## src/hw/rtl/tc_pkg.sv

```systemverilog
// ----------------------------------------------------------------------------
// tc_pkg: shared types and constants for the circumcenter block
// Output width, queue depth, parameter defaults and the flag group that
// travels from the front pipeline through the queue into the divider.
// ----------------------------------------------------------------------------
package tc_pkg;

  // Default input coordinate width and fractional bits of the result
  localparam int COORD_BITS_DEF = 16;
  localparam int FRAC_BITS_DEF  = 8;

  // Width of each result coordinate
  localparam int OUT_BITS = 48;

  // Entries of the queue between front and back; covers the front latency
  localparam int QUEUE_DEPTH = 8;

  // Classification of one triangle
  typedef struct packed {
    logic collinear;
    logic neg_x;
    logic neg_y;
  } flags_t;

endpackage

```

## src/hw/rtl/tc_fifo.sv

```systemverilog
// ----------------------------------------------------------------------------
// tc_fifo: short queue between the front pipeline and the divider
// Register array with read and write pointers; head is shown combinationally.
// ----------------------------------------------------------------------------
module tc_fifo #(
  parameter int WIDTH = 8,
  parameter int DEPTH = tc_pkg::QUEUE_DEPTH
) (
  input  logic                     clk,
  input  logic                     rst_n,
  input  logic                     push,
  input  logic [WIDTH-1:0]         push_data,
  input  logic                     pop,
  output logic [WIDTH-1:0]         head,
  output logic                     empty,
  output logic [$clog2(DEPTH):0]   count
);

  localparam int PTRW = $clog2(DEPTH);

  logic [WIDTH-1:0] mem [0:DEPTH-1];
  logic [PTRW-1:0]  wptr_r, rptr_r;
  logic [PTRW:0]    count_r;

  // Store a word
  always_ff @(posedge clk) begin
    if (push) begin
      mem[wptr_r] <= push_data;
    end
  end

  // Move pointers and count
  always_ff @(posedge clk) begin
    if (!rst_n) begin
      wptr_r  <= '0;
      rptr_r  <= '0;
      count_r <= '0;
    end else begin
      if (push) wptr_r <= wptr_r + PTRW'(1);
      if (pop)  rptr_r <= rptr_r + PTRW'(1);
      count_r <= count_r + (PTRW+1)'(push) - (PTRW+1)'(pop);
    end
  end

  assign head  = mem[rptr_r];
  assign empty = (count_r == '0);
  assign count = count_r;

endmodule

```

## config.mk

```make
export PLATFORM = sky130hd
export DESIGN_NAME = tc_fifo
export DESIGN_NICKNAME = d
export VERILOG_FILES = /design/src/hw/rtl/tc_pkg.sv /design/src/hw/rtl/tc_fifo.sv
export SDC_FILE = /design/constraint.sdc
export NUM_CORES = 1
export LEC_CHECK = 0
export BUFFER_PORTS_ARGS = -buffer_cell sky130_fd_sc_hd__buf_2
export CAP_MARGIN = 30
export CORE_MARGIN = 10
export CORE_UTILIZATION = 30
export CTS_CLUSTER_SIZE = 28
export DETAILED_ROUTE_END_ITERATION = 8
export GPL_TIMING_DRIVEN = 0
export SYNTH_ARGS = -nofsm -noshare
export SYNTH_HDL_FRONTEND = slang
export SYNTH_SLANG_ARGS = --single-unit
```

## constraint.sdc

```tcl
create_clock -name clk -period 1.5 [get_ports clk]
set_input_delay 0.15 -clock clk [delete_from_list [all_inputs] [get_ports clk]]
set_output_delay 0.15 -clock clk [all_outputs]
set_load 0.02 [all_outputs]
```

==> impl_metrics.csv <==
group,metric,value,unit
status,status,"finished with violations",
status,violations,"setup timing",
final_layout,fin_nets,219,
detailed_routing,ant_nets,0,
timing,grt_setup_unrepaired,"yes",
pwr,peakVddDrop,0.557,mV
pwr,clkPwrFrac,28.0,%
pwr,p_sw_share,26.0,%
detailed_routing,wl_per_cell,16.8,um
place,dpl-instance-area,3450,sq um
global_route,antenna_found_initial,0,
floorplan,die_area,14800,sq um
final_layout,finalNonFillerCells,340,
place,hpwl,3590,um
clock_network,postCtsHoldBufs,0,
final_layout,antennaDiodeCount,0,
logic_synthesis,yosys-top-cells-area,"edfxtp_1 (62%), mux4_1 (13%), dfxtp_1 (8.4%)",
worst_setup_path,r2r_cells,8,
logic_synthesis,syn_area,3100,sq um
clock_network,clk_pin_slew,0.08,ns
floorplan,rows,37,
clock_network,cts.sinks,77,
timing,final.setup.tns,-3.96,ns
floorplan,core_area,10200,sq um
worst_setup_path,crit_arrival,1.87,ns
clock_network,clockBufferDepth,2,
timing,fin_ws,-0.517,ns
global_route,grt_max_degree,14,
place,gp_congestion,0.690,
place,portBuffers,24,
min_path,hold-path-cell-count,1,
place,dp_cells,320,
final_layout,drive_gt1_share,43.6,%
timing,max-slew-margin-rel,46.4,%
logic_synthesis,syn_inst,160,
floorplan,start_util,30.5,%
floorplan,die_x,122,um
timing,worst_hold_slack,0.0728,ns
logic_synthesis,synth_seq_area_share,70.4,%
detailed_routing,via_per_inst,4.39,
final_layout,area_growth,22.2,%
final_layout,postLayoutCellArea,3790,sq um
global_route,grt_pass1_vias,1624,
logic_synthesis,yosysTopAreaCell,"edfxtp_1",
final_layout,utilization,37.2,%
clock_network,clock_latency,0.34,ns
logic_synthesis,yosysWarnings,0,
floorplan,die_h,122,um
timing,layout_worst_path_cycle_share,134,%
worst_setup_path,path_max_fanout,5,
global_route,grt_pass1_wl,9150,um
pwr,switchingPower,1.22,mW
logic_synthesis,synth_top_area_share,62.0,%
place,place_ws,-0.466,ns
logic_synthesis,syn_nets,180,
final_layout,final-seq-area,2190,sq um
detailed_routing,drt_pass1_iterations,4,
clock_network,cts_tree,"built",
pwr,seq_power_share,52.9,%
timing,hold_viol_final,0,
logic_synthesis,synth_cell_type_count,25,
pwr,combinationalPowerShare,19.1,%
clock_network,numCtsBuffers,9,
clock_network,h-tree-depth,3,
floorplan,io_pins,25,
worst_setup_path,cp-start-kind,"register",
min_path,hold_class,"input port to register",
logic_synthesis,synth_seq_cells,77,
pwr,p_leak,1.28,nW
detailed_routing,drt-initial-drc-count,75,
worst_setup_path,end_kind,"output pin",
detailed_routing,drcViolationCount,0,
detailed_routing,vias,1491,
global_route,grt_overflow,0,
worst_setup_path,required,1.35,ns
timing,finClkSkew,0.00747,ns
final_layout,multi_input_area,922,sq um
timing,worstMarginPinSlew,0.804,ns
worst_setup_path,worstSetupPathType,"register to output pin",
timing,max_freq,0.496,GHz
pwr,intPower,3.46,mW
final_layout,fill_cells,987,
pwr,power,4.68,mW
job,drv_cap,0,
clock_network,clock-root-buffer,"clkbuf_8",
detailed_routing,drt-total-wl,5710,um
timing,slew_violations,0,
pwr,powerDensity,1230,nW/um^2
logic_synthesis,syn_area_per_cell,19.4,sq um
global_route,grt_use_total,8.24,%
timing,setup_viol,9,
timing,min_period,2.02,ns
worst max-delay path, stage by stage (launching register included):
cell and delay, ns:
dfxtp_2 0.34, buf_8 0.13, buf_8 0.14, mux4_2 0.51, mux2_4 0.29, buf_6 0.13
area by class of cell:
type,instances,area share [%]
well taps,136,4.49
repair buffers,29,6.86
multi-input cells,70,24.3
flip-flops and latches,77,57.8
clock buffers,9,3.27
plain buffers,5,1.32
clock inverters,7,1.12
inverters,7,0.825
kinds of logic after synthesis:
kind of cell,count (synthesis),share of synthesized area (%)
multiplexers,27,17.3
adder cells (fa/ha/maj),8,3.47
buffers and inverters,13,2.38
XOR/XNOR,5,1.41
AO/OA/AOI/OAI,2,0.403
AND/OR/NAND/NOR,28,4.68
flip-flops,77,70.4
repair_timing:
action | CTS | global route
pin swaps | 2 | 4
setup buffers | 1 | 3
gates resized for setup | 48 | 4
gates cloned | 1 | 0
endpoints found under the setup margin | 73 | 51
cells in the final DEF, fill, tap and decap left out, types with 3 or more instances in the layout:
cell and instances:
edfxtp_1 64, buf_2 16, mux4_2 15, clkbuf_8 9, mux2_4 8, dfxtp_1 8
buf_6 8, and2_1 7, nor2_4 6, nand2_1 5, ha_1 5, inv_1 4
nand2b_1 4, dfxtp_2 4, buf_12 3, mux2i_1 3, nor2b_1 3, xnor2_1 3
cells in the mapped netlist:
library cell and n:
edfxtp_1 64, mux4_1 15, dfxtp_1 13, mux2_2 8
and2_1 7, ha_1 7, inv_1 7, nor2_1 6
nand2_1 5, nand2b_1 4, mux2i_1 3, nor2b_1 3
xnor2_1 3, clkbuf_1 2, nor3_1 2, xor2_1 2
a21o_1 1, a21oi_1 1, and3_1 1, buf_1 1
buf_12 1, buf_2 1, buf_6 1, fa_1 1
mux4_2 1
power groups by stage:
| stage | Clock (mW) | Sequential, mW | Combinational [mW] |
|---|---|---|---|
| finish | 1.31 | 2.48 | 0.896 |
| global route | 1.46 | 2.49 | 0.987 |
| CTS | 1.35 | 2.47 | 0.874 |
| detailed placement | 0 | 2.51 | 0.772 |
| global placement | 0 | 2.51 | 0.756 |
| floorplan | 0 | 2.55 | 0.504 |
registers in the layout (all words and copies together) (netlist names), named ones only:
signal,flops
wptr_r,3
mem,64
rptr_r,3
count,4
layer usage:
layer | GRT usage (%) | share of wire (%) | vias to the layer above
met5 | 0 | 0 | -
met4 | 4.02 | 1.7 | 0
met3 | 2.45 | 3.8 | 8
met2 | 12.4 | 48 | 30
met1 | 10.6 | 47 | 761
li1 | - | - | 692
worst paths after layout:
check	start	end	slack [ns]
worst max register to register	count[0]	count[2]	-0.01
worst min-delay path	push_data[5]	mem[5][5]	0.07
worst max-delay path	register	head[0]	-0.52
worst min register to register	rptr_r[1]	register	0.54
No activity file was read; power rests on OpenSTA's default activity.
